--- src/design/sle_pkg.sv ---
`timescale 1ns / 1ps

package sle_pkg;

    // list geometry
    localparam int DEPTH      = 16;
    localparam int DATA_WIDTH = 16;
    localparam int ADDR_W     = $clog2(DEPTH);
    localparam int CNT_W      = $clog2(DEPTH + 1);

    // stream field widths
    localparam int CMD_W  = 3;
    localparam int POS_W  = 5;
    localparam int VAL_W  = 16;
    localparam int STAT_W = 2;

    // compare width wide enough for position, count and count + 1
    localparam int CMP_W = ((CNT_W > POS_W) ? CNT_W : POS_W) + 1;

    localparam int IN_TDATA_W  = ((POS_W + VAL_W + 7) / 8) * 8;
    localparam int IN_TUSER_W  = CMD_W;
    localparam int OUT_FIELD_W = VAL_W + POS_W + STAT_W + POS_W + 1;
    localparam int OUT_TDATA_W = ((OUT_FIELD_W + 7) / 8) * 8;

    // command codes
    localparam logic [CMD_W-1:0] CMD_INSERT = 3'd0;
    localparam logic [CMD_W-1:0] CMD_DELETE = 3'd1;
    localparam logic [CMD_W-1:0] CMD_GET    = 3'd2;
    localparam logic [CMD_W-1:0] CMD_LOCATE = 3'd3;
    localparam logic [CMD_W-1:0] CMD_CLEAR  = 3'd4;

    // status codes
    localparam logic [STAT_W-1:0] STAT_OK       = 2'd0;
    localparam logic [STAT_W-1:0] STAT_RANGE    = 2'd1;
    localparam logic [STAT_W-1:0] STAT_FULL     = 2'd2;
    localparam logic [STAT_W-1:0] STAT_NOTFOUND = 2'd3;

endpackage

--- src/design/sequential_list_engine_core.sv ---
`timescale 1ns / 1ps

// Channel    Dir  Ports                          Contents (low bit up)
// s_axis     in   tvalid/tready/tdata/tuser      tdata: position[4:0], value[20:5]
//                                                tuser: command[2:0]
// m_axis     out  tvalid/tready/tdata            tdata: result_value[15:0],
//                                                found_position[20:16], status[22:21],
//                                                list_length[27:23], is_empty[28]
//
// One command at a time. The list lives in a 1R1W RAM with registered read.
// Insert/delete walk the entries from the end / the position, one entry per
// cycle. Locate scans up to count entries, stopping at the first match.
// Synchronous active-low reset clears count and control; RAM contents are
// not cleared (entries at or past the count are never read).
// A result waiting on m_axis stalls only the end of the next command.

module sequential_list_engine_core (
    input  logic                           i_clk,
    input  logic                           i_rst_n,
    // command stream
    input  logic                           s_axis_tvalid,
    output logic                           s_axis_tready,
    input  logic [sle_pkg::IN_TDATA_W-1:0] s_axis_tdata,   // position, value
    input  logic [sle_pkg::IN_TUSER_W-1:0] s_axis_tuser,   // command
    // result stream
    output logic                            m_axis_tvalid,
    input  logic                            m_axis_tready,
    output logic [sle_pkg::OUT_TDATA_W-1:0] m_axis_tdata   // result_value, found_position,
                                                           // status, list_length, is_empty
);

    import sle_pkg::*;

    typedef enum logic [2:0] {
        ST_IDLE,
        ST_UP,      // insert: shift tail up one slot
        ST_DOWN,    // delete: read victim, shift tail down
        ST_GET,
        ST_GETW,
        ST_SCAN,    // locate
        ST_FINISH
    } t_state;

    t_state r_state, n_state;

    logic [POS_W-1:0]       r_pos,   n_pos;
    logic [DATA_WIDTH-1:0]  r_val,   n_val;
    logic [CNT_W-1:0]       r_count, n_count;
    logic [CNT_W-1:0]       r_idx,   n_idx;     // next read index
    logic [CNT_W-1:0]       r_raddr, n_raddr;   // address of read in flight
    logic                   r_rpend, n_rpend;   // read data arrives this cycle
    logic [DATA_WIDTH-1:0]  r_res,   n_res;
    logic [POS_W-1:0]       r_found, n_found;
    logic [STAT_W-1:0]      r_stat,  n_stat;
    logic                   r_out_valid, n_out_valid;
    logic [OUT_TDATA_W-1:0] r_out_data,  n_out_data;

    // RAM port
    logic                  ram_wr_en;
    logic [ADDR_W-1:0]     ram_wr_addr;
    logic [DATA_WIDTH-1:0] ram_wr_data;
    logic                  ram_rd_en;
    logic [ADDR_W-1:0]     ram_rd_addr;
    logic [DATA_WIDTH-1:0] ram_rd_data;

    // input fields
    logic [CMD_W-1:0] in_cmd;
    logic [POS_W-1:0] in_pos;
    logic [VAL_W-1:0] in_val;
    logic             in_xfer;

    logic [CMP_W-1:0] in_pos_x, cnt_x, pos_x, idx_x;
    logic [CNT_W-1:0] pos_m1;

    assign in_cmd  = s_axis_tuser[CMD_W-1:0];
    assign in_pos  = s_axis_tdata[POS_W-1:0];
    assign in_val  = s_axis_tdata[POS_W+VAL_W-1:POS_W];
    assign in_xfer = s_axis_tvalid && s_axis_tready;

    assign in_pos_x = CMP_W'(in_pos);
    assign cnt_x    = CMP_W'(r_count);
    assign pos_x    = CMP_W'(r_pos);
    assign idx_x    = CMP_W'(r_idx);
    assign pos_m1   = CNT_W'(pos_x - CMP_W'(1));

    assign s_axis_tready = (r_state == ST_IDLE);
    assign m_axis_tvalid = r_out_valid;
    assign m_axis_tdata  = r_out_data;

    sle_ram #(
        .WIDTH (DATA_WIDTH),
        .DEPTH (DEPTH)
    ) u_store (
        .i_clk     (i_clk),
        .i_wr_en   (ram_wr_en),
        .i_wr_addr (ram_wr_addr),
        .i_wr_data (ram_wr_data),
        .i_rd_en   (ram_rd_en),
        .i_rd_addr (ram_rd_addr),
        .o_rd_data (ram_rd_data)
    );

    always_comb begin
        n_state     = r_state;
        n_pos       = r_pos;
        n_val       = r_val;
        n_count     = r_count;
        n_idx       = r_idx;
        n_raddr     = r_raddr;
        n_rpend     = r_rpend;
        n_res       = r_res;
        n_found     = r_found;
        n_stat      = r_stat;
        n_out_valid = r_out_valid;
        n_out_data  = r_out_data;

        ram_wr_en   = 1'b0;
        ram_wr_addr = '0;
        ram_wr_data = '0;
        ram_rd_en   = 1'b0;
        ram_rd_addr = '0;

        if (r_out_valid && m_axis_tready) begin
            n_out_valid = 1'b0;
        end

        unique case (r_state)
            ST_IDLE: begin
                if (in_xfer) begin
                    n_pos   = in_pos;
                    n_val   = in_val[DATA_WIDTH-1:0];
                    n_res   = '0;
                    n_found = '0;
                    n_stat  = STAT_OK;
                    n_rpend = 1'b0;
                    n_state = ST_FINISH;
                    if (in_cmd == CMD_INSERT) begin
                        // full is checked before the position
                        if (cnt_x == CMP_W'(DEPTH)) begin
                            n_stat = STAT_FULL;
                        end else if (in_pos == '0 || in_pos_x > cnt_x + CMP_W'(1)) begin
                            n_stat = STAT_RANGE;
                        end else begin
                            n_idx   = r_count;
                            n_state = ST_UP;
                        end
                    end else if (in_cmd == CMD_DELETE || in_cmd == CMD_GET) begin
                        if (in_pos == '0 || in_pos_x > cnt_x) begin
                            n_stat = STAT_RANGE;
                        end else begin
                            n_idx   = CNT_W'(in_pos_x - CMP_W'(1));
                            n_state = (in_cmd == CMD_DELETE) ? ST_DOWN : ST_GET;
                        end
                    end else if (in_cmd == CMD_LOCATE) begin
                        n_stat  = STAT_NOTFOUND;
                        n_idx   = '0;
                        n_state = ST_SCAN;
                    end else if (in_cmd == CMD_CLEAR) begin
                        n_count = '0;
                    end
                end
            end

            ST_UP: begin
                // entry read last cycle moves one slot up
                if (r_rpend) begin
                    ram_wr_en   = 1'b1;
                    ram_wr_addr = ADDR_W'(r_raddr + CNT_W'(1));
                    ram_wr_data = ram_rd_data;
                end
                if (idx_x >= pos_x) begin
                    ram_rd_en   = 1'b1;
                    ram_rd_addr = ADDR_W'(r_idx - CNT_W'(1));
                    n_raddr     = r_idx - CNT_W'(1);
                    n_rpend     = 1'b1;
                    n_idx       = r_idx - CNT_W'(1);
                end else if (r_rpend) begin
                    n_rpend = 1'b0;
                end else begin
                    // write port free: drop the new value in
                    ram_wr_en   = 1'b1;
                    ram_wr_addr = ADDR_W'(pos_m1);
                    ram_wr_data = r_val;
                    n_count     = r_count + CNT_W'(1);
                    n_state     = ST_FINISH;
                end
            end

            ST_DOWN: begin
                // first read is the removed entry, the rest move down a slot
                if (r_rpend) begin
                    if (r_raddr == pos_m1) begin
                        n_res = ram_rd_data;
                    end else begin
                        ram_wr_en   = 1'b1;
                        ram_wr_addr = ADDR_W'(r_raddr - CNT_W'(1));
                        ram_wr_data = ram_rd_data;
                    end
                end
                if (r_idx < r_count) begin
                    ram_rd_en   = 1'b1;
                    ram_rd_addr = ADDR_W'(r_idx);
                    n_raddr     = r_idx;
                    n_rpend     = 1'b1;
                    n_idx       = r_idx + CNT_W'(1);
                end else if (r_rpend) begin
                    n_rpend = 1'b0;
                end else begin
                    n_count = r_count - CNT_W'(1);
                    n_state = ST_FINISH;
                end
            end

            ST_GET: begin
                ram_rd_en   = 1'b1;
                ram_rd_addr = ADDR_W'(r_idx);
                n_state     = ST_GETW;
            end

            ST_GETW: begin
                n_res   = ram_rd_data;
                n_state = ST_FINISH;
            end

            ST_SCAN: begin
                if (r_rpend && ram_rd_data == r_val) begin
                    n_found = POS_W'(r_raddr + CNT_W'(1));
                    n_stat  = STAT_OK;
                    n_rpend = 1'b0;
                    n_state = ST_FINISH;
                end else if (r_idx < r_count) begin
                    ram_rd_en   = 1'b1;
                    ram_rd_addr = ADDR_W'(r_idx);
                    n_raddr     = r_idx;
                    n_rpend     = 1'b1;
                    n_idx       = r_idx + CNT_W'(1);
                end else if (r_rpend) begin
                    n_rpend = 1'b0;
                end else begin
                    n_state = ST_FINISH;
                end
            end

            ST_FINISH: begin
                // load the result once the output register is free
                if (!r_out_valid || m_axis_tready) begin
                    n_out_data = OUT_TDATA_W'({(r_count == '0),
                                               POS_W'(r_count),
                                               r_stat,
                                               r_found,
                                               VAL_W'(r_res)});
                    n_out_valid = 1'b1;
                    n_state     = ST_IDLE;
                end
            end

            default: begin
                n_state = ST_IDLE;
            end
        endcase
    end

    always_ff @(posedge i_clk) begin
        if (!i_rst_n) begin
            r_state     <= ST_IDLE;
            r_count     <= '0;
            r_rpend     <= 1'b0;
            r_out_valid <= 1'b0;
        end else begin
            r_state     <= n_state;
            r_count     <= n_count;
            r_rpend     <= n_rpend;
            r_out_valid <= n_out_valid;
        end
        r_pos      <= n_pos;
        r_val      <= n_val;
        r_idx      <= n_idx;
        r_raddr    <= n_raddr;
        r_res      <= n_res;
        r_found    <= n_found;
        r_stat     <= n_stat;
        r_out_data <= n_out_data;
    end

endmodule

--- src/design/sle_ram.sv ---
`timescale 1ns / 1ps

module sle_ram #(
    parameter int WIDTH = 16,
    parameter int DEPTH = 16
) (
    input  logic                     i_clk,
    input  logic                     i_wr_en,
    input  logic [$clog2(DEPTH)-1:0] i_wr_addr,
    input  logic [WIDTH-1:0]         i_wr_data,
    input  logic                     i_rd_en,
    input  logic [$clog2(DEPTH)-1:0] i_rd_addr,
    output logic [WIDTH-1:0]         o_rd_data
);

    logic [WIDTH-1:0] r_mem [DEPTH];
    logic [WIDTH-1:0] r_rd_data;

    always_ff @(posedge i_clk) begin
        if (i_wr_en) begin
            r_mem[i_wr_addr] <= i_wr_data;
        end
        if (i_rd_en) begin
            r_rd_data <= r_mem[i_rd_addr];
        end
    end

    assign o_rd_data = r_rd_data;

endmodule

--- config.mk ---
export PLATFORM = sky130hd
export DESIGN_NAME = sequential_list_engine_core
export DESIGN_NICKNAME = d
export VERILOG_FILES = /design/src/design/sle_pkg.sv /design/src/design/sequential_list_engine_core.sv /design/src/design/sle_ram.sv
export SDC_FILE = /design/constraint.sdc
export NUM_CORES = 1
export LEC_CHECK = 0
export ABC_AREA = 1
export ABC_CLOCK_PERIOD_IN_PS = 4600
export BUFFER_PORTS_ARGS = -buffer_cell sky130_fd_sc_hd__buf_2
export CELL_PAD_IN_SITES_DETAIL_PLACEMENT = 1
export CELL_PAD_IN_SITES_GLOBAL_PLACEMENT = 2
export CORE_UTILIZATION = 35
export DETAILED_ROUTE_END_ITERATION = 8
export GPL_TIMING_DRIVEN = 0
export MAX_ROUTING_LAYER = met4
export PLACE_DENSITY = 0.75
export SLEW_MARGIN = 25
export SYNTH_ARGS = -nofsm -noshare
export SYNTH_HDL_FRONTEND = slang
export SYNTH_HIERARCHICAL = 1
export SYNTH_SLANG_ARGS = --single-unit
export TNS_END_PERCENT = 10
--- constraint.sdc ---
create_clock -name i_clk -period 4.6 [get_ports i_clk]
set_clock_uncertainty 0.15 [all_clocks]
set_input_delay 0.69 -clock i_clk [delete_from_list [all_inputs] [get_ports i_clk]]
set_output_delay 0.69 -clock i_clk [all_outputs]
set_load 0.05 [all_outputs]
======== Word level (Yosys, flattened, before mapping) ========
Memory sizes are Yosys's and may differ from the RTL's. A register that Yosys moved wholly into a read port is not among the register bits.
Index checks and enable logic that the tools add are counted.
storage, ports and cells
  logic and storage cells ................. 171
  register bits ........................... 93
  input bits .............................. 31
  latch bits .............................. 0
  memory bits (writable) .................. 256
  memories kept ........................... 1
  ROM bits ................................ 0
memories
  name           depth  width  read ports  clocked after Yosys merged registers in  wr ports  line           RTL
  u_store.r_mem  16     16     1           1                                        1         sle_ram.sv:16  logic [WIDTH-1:0] r_mem [DEPTH];
cells by class
  add/sub/neg operators ................... 9
  muxes and demuxes ....................... 87
  multiply operators ...................... 0
  shift-type cells ........................ 0
  reductions and logical operators ........ 26
  divide/modulo/power cells ............... 0
  equality and inequality tests ........... 32
  bitwise gates (word level) .............. 0
  $lt $le $gt $ge ......................... 4
operators by type and width
  kind                                                                 number
  16-bit two-way mux                                                   8
  5-bit two-way mux                                                    23
  16-bit case mux with 3 select lines                                  1
  3-bit two-way mux                                                    11
  4-bit two-way mux                                                    8
  16-bit case mux with 2 select lines                                  1
  5-bit case mux with 3 select lines                                   2
  2-bit inequality test (second input constant)                        13
  3-bit case mux with 7 select lines                                   1
  5-bit case mux with 4 select lines                                   1
  5-bit by 1-bit subtractor with 5-bit output (second input constant)  4
  1-bit two-way mux                                                    17
  16-bit == test                                                       1
  4-bit case mux with 4 select lines                                   1
  5-bit by 1-bit adder with 5-bit output (second input constant)       3
  2-bit two-way mux                                                    7
  3-bit by 2-bit == test with 1-bit output (second input constant)     4
  3-bit == test (second input constant)                                4
  5-bit zero test                                                      2
  5-bit case mux with 2 select lines                                   1
  10-bit AND reduction                                                 1
  3-bit AND reduction                                                  3
  3-bit nonzero test                                                   3
  1-bit case mux with 4 select lines                                   2
  other kinds (25)                                                     36

======== Depth between registers and ports, before layout ========
Gate-level depths: netlist of run 1.
  depth in word-level cells ............... 8
  gate-level depth with buffers ........... 21
  mapped depth without buffers ............ 18

======== Hierarchy ========
Netlist of run 1, hierarchy kept.
by module, submodules not included
  module                       cells each  sequential area each (um2)  area each (um2)  instances
  sle_ram                      1,074       8,167.8                     11,541.1         1
  sequential_list_engine_core  619         2,692.6                     5,416.4          1

======== Worst setup path after synthesis of run 1 ========
OpenSTA, ideal clock, no wires.
  kind .................................... reg2reg
  start ................................... reg r_pos[2]
  end ..................................... mem u_store.r_mem[12][0], enable pin
  required time ........................... 4.062 ns
  period minus slack after synthesis ...... 3.097 ns
  stages on the path, launching flop included .. 13
  arrival time ............................ 2.558 ns
  slack ................................... 1.503 ns
  cells stage by stage .................... edfxtp_1 > inv_1 > ha_1 > a21oi_1 > o21a_1 > nand3b_1 > nor2_2 > nand2_2 > inv_2 > nand2_1 > o211ai_1 > nand3_1 > nor2_1
RTL lines
  item                                         line                                RTL
  from (decl)                                  sequential_list_engine_core.sv:46   logic [POS_W-1:0] r_pos, n_pos;
  from (signal assigned)                       sequential_list_engine_core.sv:275  r_pos <= n_pos;
  5-bit by 1-bit subtractor with 5-bit output  sequential_list_engine_core.sv:84   assign pos_m1 = CNT_W'(pos_x - CMP_W'(1));
  5-bit == test                                sequential_list_engine_core.sv:192  if (r_raddr == pos_m1) begin
  4-bit two-way mux                            sequential_list_engine_core.sv:192
  4-bit two-way mux                            sequential_list_engine_core.sv:191  if (r_rpend) begin
  4-bit case mux with 2 select lines *         sequential_list_engine_core.sv:127  unique case (r_state)
  via ram_wr_addr[3]                           sequential_list_engine_core.sv:60   logic [ADDR_W-1:0] ram_wr_addr;
  to (decl)                                    sle_ram.sv:16
The timed path passes the listed nets; every way through them passes the cells marked *.

======== Final worst setup path of run 1 ========
  start ................................... reg r_count[4]
  end ..................................... reg u_store.r_rd_data[10] (netlist: u_store/o_rd_data[10]) (read register of u_store.r_mem) (data pin)
between the ends
  word-level cells in the longest chain between the ends .. 4
ends and longest elaborated chain
  item                                  line                                                                    RTL
  from (decl)                           sequential_list_engine_core.sv:48                                       logic [CNT_W-1:0] r_count, n_count;
  from (signal assigned)                sequential_list_engine_core.sv:271                                      r_count <= n_count;
  5-bit less-than comparator *          sequential_list_engine_core.sv:200, sequential_list_engine_core.sv:231
  4-bit two-way mux *                   sequential_list_engine_core.sv:200, sequential_list_engine_core.sv:231
  4-bit two-way mux                     sequential_list_engine_core.sv:226                                      if (r_rpend && ram_rd_data == r_val) begin
  4-bit case mux with 4 select lines *  sequential_list_engine_core.sv:127
  via ram_rd_addr[1]                    sequential_list_engine_core.sv:63                                       logic [ADDR_W-1:0] ram_rd_addr;
  to (decl)                             sle_ram.sv:17                                                           logic [WIDTH-1:0] r_rd_data;
Marked as above.
A chain may end at the register's enable or synchronous reset.

==> results of run 1 <==
sequential cells by signal, indices dropped and copies added, names as in the netlist, 3 cells and up:
| name | count |
|---|---|
| r_state | 3 |
| r_raddr | 5 |
| u_store/r_mem | 256 |
| u_store/o_rd_data | 16 |
| r_found | 5 |
| r_count | 5 |
| m_axis_tdata | 29 |
| r_idx | 5 |
| r_pos | 5 |
| r_res | 16 |
| r_val | 16 |
kinds of logic (layout without fill, tap and decap cells):
logic type / after synthesis / in the layout
flops: 365 / 365
fa+ha+maj: 32 / 32
xor+xnor: 26 / 26
compound gates: 80 / 80
simple gates: 832 / 832
other cells: 1 / 3
buf+inv: 357 / 500
timing repair:
action / in CTS / in global routing
resized for setup: 0 / 7
buffers inserted: 0 / 0
endpoints found under the setup margin: 0 / 16
stage by stage:
| step | setup slack, ns | cell area, um^2 | utilization [%] | std cells | hold WS, ns |
|---|---|---|---|---|---|
| after CTS | 0.1642 | 19590 | 41.04 | 2452 | 0.09686 |
| after global routing | 0.02755 | 19610 | 41.08 | 2453 | 0.1045 |
| after detailed placement | 0.1435 | 18280 | 38.28 | 2377 | 0.2561 |
| after floorplan | 1.503 | 16970 | - | 1695 | 0.2503 |
| after global placement | 0.1791 | 18020 | 37.75 | 2368 | 0.2509 |
| final | 0.4120 | 19610 | 41.08 | 2453 | 0.1296 |
path summary, 6_finish.rpt:
path	start	end	slack (ns)	depth (start not counted)
worst min register to register	r_found[3]	m_axis_tdata[19]	0.24	0
worst min-delay path	s_axis_tdata[18]	r_val[13]	0.13	1
worst max register to register	r_count[4]	u_store/o_rd_data[10]	0.41	18
worst max-delay path	r_count[4]	u_store/o_rd_data[10]	0.41	18
layout by cell type, fill, tap and decap left out, drive strengths merged, types with 10 or more instances in the layout:
master,Yosys,routed
nand2,492,492
edfxtp,355,355
inv,293,295
nand3,228,228
buf,50,118
nor2,93,93
clkbuf,13,63
o21ai,41,41
ha,31,31
a21oi,25,25
clkinv,1,20
xor2,19,19
dfxtp,10,10
power groups by stage:
stage	registers [uW]	clock network (uW)	logic, uW
finish	4490	3240	3790
global route	4530	3420	4180
CTS	4500	3310	3810
detailed placement	4570	0	3790
global placement	4560	0	3650
floorplan	4580	0	2270
layout make-up:
type | instances | area [um^2]
Fill cell | 5359 | 28130
Buffer | 63 | 385.4
Tap cell | 615 | 769.5
Timing Repair Buffer | 68 | 450.4
Multi-Input combinational cell | 973 | 4726
Clock inverter | 25 | 235.2
Sequential cell | 365 | 10860
Clock buffer | 50 | 1081
Inverter | 294 | 1105
routing by layer:
layer	part of all wire [%]	GRT usage, %	up-vias
li1	-	-	5741
met1	43	26.57	6001
met2	50	35.56	233
met3	4.1	3.273	80
met4	3.0	7.280	0
met5	0	-	-
==> flow_summary_export.csv, run 1 <==
group,metric,value,unit
run_status,status,"complete, no violations",
layout,nets,1870,
yosys,synthArstFlopShare,0,%
cts,clk_latency,0.59,ns
timing,min_period_over_period,91.04,%
timing,worst_slew_pin_slew,0.8896,ns
timing,rsz0062_at_grt,"no",
routing,num_vias,12060,
layout,antenna_cells,0,
worst_setup_path,cp_top_family,"simple AND/OR/NAND/NOR gates",
grt,grt_max_degree,24,
grt,grt_pass1_wl,76160,um
yosys,ys_seq_elements,365,
worst_setup_path,path_common_cell,"nand3_1",
worst_setup_path,arrival,4.46,ns
yosys,synth_edf_count,355,
cts,ctsHtreeMaxLevel,2,
cts,ctsRootBufferMaster,"clkbuf_16",
yosys,ys.flop_type,"edfxtp_1",
pwr,power_switching_share,37.88,%
yosys,netlist.area_leader.share,62.86,%
worst_setup_path,slowest_delay,0.48,ns
grt,grt_usage,21.40,%
routing,via_per_inst,4.914,
layout,drive_above_1_share,12.30,%
yosys,syn_inst,1693,
yosys,yosys.area_share.simple,20.79,%
pwr,powerDensity,587.5,mW/mm^2
pwr,p_leak,0.008438,uW
worst_setup_path,worstPathRequired,4.88,ns
floorplan,io_pins,65,
yosys,ys_warn_count,6,
worst_setup_path,endpoint_kind,"register",
yosys,synthXorXnorAreaFrac,1.387,%
routing,drt-initial-drc-count,741,
worst_setup_path,startpoint_type,"register",
min_path,hold_class,"in -> reg",
yosys,netlist_top_cells_area,"edfxtp_1, nand2_1, nand3_1",
cts,cts_made_buffers,42,
yosys,ys_seq_area_share,64.04,%
layout,area_growth,15.66,%
yosys,syn_area_per_cell,10.02,um^2
cts,cts_tree,"done",
timing,relSlewSlack,40.55,%
floorplan,coreArea,0.04775,mm^2
cts,clk_pin_slew,0.06,ns
worst_setup_path,worst-setup-path-type,"reg -> reg",
pwr,finalPower,11520,uW
timing,final-hold-violation-count,0,
placed_design,port_buffers,58,
placed_design,dpl.hpwl,35860,um
cts,cts.sinks,365,
yosys,synth_top_family_by_area,"simple AND/OR/NAND/NOR gates",
yosys,yosysMostFrequentCell,"nand2_1",
yosys,synth_compound_area_share,2.590,%
yosys,synth.distinct_cells,42,
pwr,p_sw,4365,uW
timing,max_freq,238.8,MHz
pwr,peakVddDrop,0.0003065,V
floorplan,start_util,35.52,%
pwr,pwr-share-clk,28.1,%
worst_setup_path,crit_chain,"clkbuf_1, inv_1, ha_1, nand2_1, nor2_1, o21ai_0, nand3_1, inv_1, nand2_1, nand3_1, nand2_1, o21ai_0, inv_2, clkbuf_1, nand3_1, nand3_1, nand3_1, nand2_1",
yosys,ys_top_cells_by_count,"nand2_1, edfxtp_1, inv_1",
timing,slew_viol_final,0,
grt,grt_pass1_vias,12550,
yosys,synthAdderAreaFrac,2.405,%
run,cap_violations,0,
pwr,cell_internal_pwr,7158,uW
routing,drt_pass1_iterations,5,
pwr,power_frac_comb,32.9,%
floorplan,die_height,222.1,um
cts,hold_buffers,0,
routing,drc,0,
timing,fin_crit,4.188,ns
floorplan,die_x,222.1,um
routing,wl,50390,um
timing,setup_violations,0,
yosys,yosysTopAreaCell,"edfxtp_1",
pwr,seqPwrFrac,39.0,%
placed_design,place_congestion,0.8172,
worst_setup_path,cp_max_fo,10,
yosys,muxShareOfSynthArea,0,%
routing,wl_per_cell,20.54,um
timing,fin_setup_tns,0,ns
cts,clk_path_buf_depth,3,
worst_setup_path,cpMaxStageDelayCell,"clkbuf_1",
routing,ant_nets,0,
grt,antenna_found_initial,0,
worst_setup_path,cp_num_buf_inv,5,
floorplan,std_cell_rows,80,
floorplan,dieArea,0.04934,mm^2
yosys,synth.cell_area,0.01696,mm^2
grt,grt_overflow,0,
Power figures use the tool's default switching activity.
==> run 2: changes to the inputs <==
ABC_CLOCK_PERIOD_IN_PS = 5400   (was 4600)
clock period = 5.4 ns   (was 4.6 ns; I/O delays follow)
==> flow_summary_export.csv, run 2 (synthesis gave the netlist of run 1 again) <==
group,metric,value,unit
routing,ant_nets,0,
cts,clk_path_buf_depth,3,
timing,relSlewSlack,40.78,%
cts,postCtsSetupBuffers,0,
timing,slew_viol_final,0,
timing,fin_setup_tns,0,ns
routing,drt-initial-drc-count,714,
pwr,powerDensity,500.6,mW/mm^2
layout,antenna_cells,0,
pwr,p_leak,0.008430,uW
timing,setup_violations,0,
pwr,power_frac_comb,32.9,%
grt,grt.busiest_layer,"met2",
routing,via_per_inst,4.916,
worst_setup_path,arrival,4.59,ns
grt,grt.met2_usage,35.56,%
layout,drive_above_1_share,12.08,%
cts,cts_tree,"done",
timing,fin_crit,4.425,ns
grt,grt_pass1_vias,12550,
layout,mostFrequentLayoutCell,"nand2_1",
worst_setup_path,cp_max_fo,10,
min_path,hold_class,"reg -> reg",
cts,cts.sinks,365,
routing,drc,0,
pwr,cell_internal_pwr,6095,uW
placed_design,place_area,0.01828,mm^2
cts,cts_made_buffers,42,
placed_design,dpl.hpwl,35860,um
floorplan,die_height,222.1,um
routing,wl,50370,um
timing,min_period_over_period,81.95,%
layout,layout_common_cells,"nand2_1, edfxtp_1, inv_1",
grt,grt_overflow,0,
timing,worst_slew_pin_slew,0.8862,ns
grt,grt_max_degree,24,
layout,regArea,0.01086,mm^2
placed_design,port_buffers,58,
floorplan,coreArea,0.04775,mm^2
timing,holdWs,0.2401,ns
layout,nets,1870,
cts,clk_pin_slew,0.06,ns
timing,max_freq,226.0,MHz
pwr,p_sw,3719,uW
grt,grt_usage,21.40,%
grt,grt_pass1_wl,76160,um
pwr,seqPwrFrac,39.0,%
placed_design,place_congestion,0.8172,
routing,num_vias,12060,
run_status,status,"complete, no violations",
floorplan,dieArea,0.04934,mm^2
layout,final_util,41.06,%
layout,largest_reg_flops,256,
cts,postCtsResizedCells,0,
layout,area_growth,15.61,%
routing,wl_per_cell,20.54,um
grt,antenna_found_initial,0,
run,cap_violations,0,
grt,grt_use_met1,26.57,%
cts,ctsRootBufferMaster,"clkbuf_16",
layout,finish.instance_area,0.01960,mm^2
pwr,peakVddDrop,0.0002613,V
timing,final-hold-violation-count,0,
worst_setup_path,endpoint_kind,"register",
floorplan,start_util,35.52,%
placed_design,dp.cells,2377,
cts,hold_buffers,0,
worst_setup_path,startpoint_type,"register",
timing,rsz0062_at_grt,"no",
routing,drt_pass1_iterations,6,
cts,ctsHtreeMaxLevel,2,
layout,regMostFlops,"u_store/r_mem",
pwr,pwr-share-clk,28.1,%
cts,clk_latency,0.59,ns
floorplan,die_x,222.1,um
grt,grt.met3_usage,3.273,%
floorplan,std_cell_rows,80,
layout,final_cells,2453,
floorplan,io_pins,65,
layout,multi_input_area,0.004721,mm^2
worst_setup_path,worstPathRequired,5.56,ns
pwr,power_switching_share,37.89,%
layout,fill_cells,5358,
worst_setup_path,worst-setup-path-type,"reg -> reg",
-- run 2: path summary, 6_finish.rpt --
kind / cells past startpoint / slack (ns) / start / end
worst min register to register: 0 / 0.24 / r_found[3] / m_axis_tdata[19]
worst max register to register: 19 / 0.97 / r_count[4] / u_store/o_rd_data[10]
worst max-delay path: 19 / 0.97 / r_count[4] / u_store/o_rd_data[10]
worst min-delay path: 0 / 0.24 / r_found[3] / m_axis_tdata[19]
-- run 2: power by group through the flow --
stage                     combinational (uW)  sequential, uW  clock (uW)
final                                   3230            3820        2760
after global routing                    3550            3860        2920
after CTS                               3250            3830        2820
after detailed placement                3230            3890           0
after global placement                  3110            3890           0
after floorplan                         1930            3910           0
-- run 2: layout make-up --
cell class / instances / area share (%)
plain buffers: 63 / 1.947
clock buffers: 50 / 5.514
clock inverters: 25 / 1.200
inverters: 294 / 5.636
multi-input cells: 973 / 24.08
flip-flops and latches: 365 / 55.40
well taps: 615 / 3.925
repair buffers: 68 / 2.298
-- run 2: layer usage --
layer	vias up	wire, um
met5	-	0
met4	0	1573
met3	82	2024
met2	244	24930
met1	5995	21850
li1	5739	-
-- run 2: metrics by stage --
step / power, uW / worst slack (ns)
after floorplan: 5840 / 2.303
after global placement: 6995 / 0.9791
after detailed placement: 7122 / 0.9435
after CTS: 9897 / 0.9642
after global routing: 10330 / 0.6068
final: 9814 / 0.9749
-- run 2: critical path, cell delays in order, from the launching register on --
cell	delay, ns
dfxtp_1	0.35
clkbuf_1	0.28
inv_1	0.18
ha_1	0.35
nand2_1	0.10
nor2_1	0.05
o21ai_0	0.06
nand3_1	0.23
inv_1	0.14
nand2_1	0.15
nand3_1	0.22
nor2_1	0.06
nor3_1	0.56
buf_4	0.35
buf_4	0.25
nand2_1	0.08
nand3_1	0.11
nand3_1	0.15
nand3_1	0.21
nand2_1	0.15
==> run 3: changes to the inputs <==
ABC_CLOCK_PERIOD_IN_PS = 4050   (was 5400)
PLACE_DENSITY = 0.78   (was 0.75)
clock period = 4.05 ns   (was 5.4 ns; I/O delays follow)
==> flow_summary_export.csv, run 3 (synthesis gave the netlist of run 1 again) <==
group,metric,value,unit
layout,layout_common_cells,"nand2_1, edfxtp_1, inv_1",
worst_setup_path,crit_chain,"inv_1, ha_1, nand2_1, nor2_1, o21ai_0, nand3_2, inv_1, nand2_1, nand3_2, nor2_1, nor3_4, buf_6, buf_4, nand2_1, nand3_1, nand3_1, nand3_1, nand2_1",
grt,grt_overflow,0,
pwr,powerDensity,660.4,mW/mm^2
routing,drt_pass1_iterations,5,
routing,wl,49700,um
worst_setup_path,cp_max_fo,10,
worst_setup_path,slowest_delay,0.53,ns
pwr,pwr-share-clk,27.0,%
timing,rsz0062_at_grt,"no",
layout,regArea,0.01086,mm^2
floorplan,die_x,222.1,um
worst_setup_path,worstPathRequired,4.18,ns
grt,antenna_found_initial,1,
worst_setup_path,cp_top_family,"simple AND/OR/NAND/NOR gates",
grt,grt_use_met1,26.59,%
pwr,cell_internal_pwr,8034,uW
timing,holdWs,0.06604,ns
worst_setup_path,path_common_cell,"nand2_1",
min_path,hold_class,"in -> reg",
worst_setup_path,endpoint_kind,"register",
cts,clk_latency,0.56,ns
pwr,seqPwrFrac,39.5,%
layout,regMostFlops,"u_store/r_mem",
worst_setup_path,arrival,4.00,ns
grt,grt_usage,21.05,%
cts,cts.sinks,365,
timing,relSlewSlack,29.62,%
routing,ant_nets,0,
cts,hold_buffers,0,
placed_design,pre_cts_ws,-0.3722,ns
cts,ctsHtreeMaxLevel,2,
pwr,p_leak,0.008430,uW
timing,max_freq,258.4,MHz
cts,cts_tree,"done",
run,cap_violations,0,
layout,drive_above_1_share,12.43,%
pwr,peakVddDrop,0.0003345,V
timing,worst_slew_pin_slew,1.053,ns
timing,slew_viol_final,0,
pwr,finalPower,12930,uW
timing,fin_crit,3.870,ns
routing,drt-initial-drc-count,674,
layout,fill_cells,5338,
cts,clk_path_buf_depth,3,
layout,largest_reg_flops,256,
floorplan,std_cell_rows,80,
worst_setup_path,r2r_cells,18,
worst_setup_path,worst-setup-path-type,"reg -> reg",
grt,grt_max_degree,24,
worst_setup_path,worstReg2RegEnd,"u_store/o_rd_data[8]",
floorplan,dieArea,0.04934,mm^2
worst_setup_path,cpMaxStageDelayCell,"dfxtp_1",
routing,wl_per_cell,20.28,um
layout,mostFrequentLayoutCell,"nand2_1",
timing,setup_violations,0,
grt,grt.met3_usage,2.968,%
placed_design,place_congestion,0.8181,
worst_setup_path,startpoint_type,"register",
layout,nets,1867,
timing,final-hold-violation-count,0,
routing,drc,0,
worst_setup_path,reg2reg_slack,0.18,ns
min_path,hp-start,"s_axis_tdata[16]",
layout,final_cells,2451,
timing,layout_setup_ws,0.1799,ns
worst_setup_path,cp-startpoint,"r_count[1]",
timing,min_period_over_period,95.56,%
worst_setup_path,cp_num_buf_inv,4,
pwr,power_frac_comb,33.4,%
cts,ctsRootBufferMaster,"clkbuf_16",
grt,grt_pass1_vias,12690,
pwr,power_switching_share,37.84,%
min_path,hold_path_depth,1,
grt,grt_pass1_wl,75350,um
layout,multi_input_area,0.004762,mm^2
floorplan,start_util,35.52,%
cts,cts_made_buffers,41,
layout,area_growth,15.43,%
layout,final_util,41.00,%
floorplan,coreArea,0.04775,mm^2
worst_setup_path,crit-reg2reg-launch,"r_count[1]",
grt,grt.busiest_layer,"met2",
run_status,status,"complete, no violations",
grt,grt.met2_usage,35.10,%
floorplan,io_pins,65,
min_path,hold_end,"r_val[11]",
placed_design,dp.cells,2376,
floorplan,die_height,222.1,um
placed_design,dpl.hpwl,35700,um
routing,num_vias,12080,
routing,via_per_inst,4.927,
cts,clk_pin_slew,0.06,ns
pwr,p_sw,4891,uW
placed_design,port_buffers,58,
run 3: what timing repair did:
item | CTS | global route
endpoints found under the setup margin | 16 | 16
buffers inserted | 0 | 0
gates resized for setup | 9 | 16
cloned | 0 | 0
pin swaps | 0 | 1
run 3: worst max path at each step:
stage                           end  slack [ns]  cells past startpoint
6_report       u_store/o_rd_data[8]        0.18                     18
5_1_grt        u_store/o_rd_data[4]        0.02                     20
4_1_cts        u_store/o_rd_data[8]        0.08                     18
3_5_place_dp   u_store/o_rd_data[5]       -0.37                     19
3_3_place_gp   u_store/o_rd_data[8]       -0.31                     19
2_1_floorplan  u_store/r_mem[12][0]        0.95                     12
run 3: cell type report:
type | count | share of cell area (%)
Sequential cell | 365 | 55.49
Multi-Input combinational cell | 973 | 24.33
Clock buffer | 56 | 5.689
Inverter | 294 | 5.644
Tap cell | 615 | 3.931
Timing Repair Buffer | 66 | 2.148
Buffer | 63 | 2.090
Clock inverter | 17 | 0.6520
Antenna cell | 2 | 0.02557
run 3: per-layer routing:
layer / up-vias / part of all wire (%)
met2: 268 / 49
met5: - / 0
li1: 5740 / -
met3: 80 / 4.4
met1: 5987 / 44
met4: 0 / 2.7
run 3: power groups by stage:
stage | sequential [uW] | clock [uW] | combinational, uW
floorplan | 5210 | 0 | 2580
global placement | 5190 | 0 | 4100
detailed placement | 5190 | 0 | 4280
CTS | 5110 | 3580 | 4330
global route | 5150 | 3700 | 4780
finish | 5110 | 3500 | 4320
run 3: metrics by stage:
stage	setup TNS (ns)	area, um^2
final	0	19570
after global routing	0	19570
after CTS	0	19530
after detailed placement	-4.634	18260
after global placement	-47.55	18020
after floorplan	0	16970
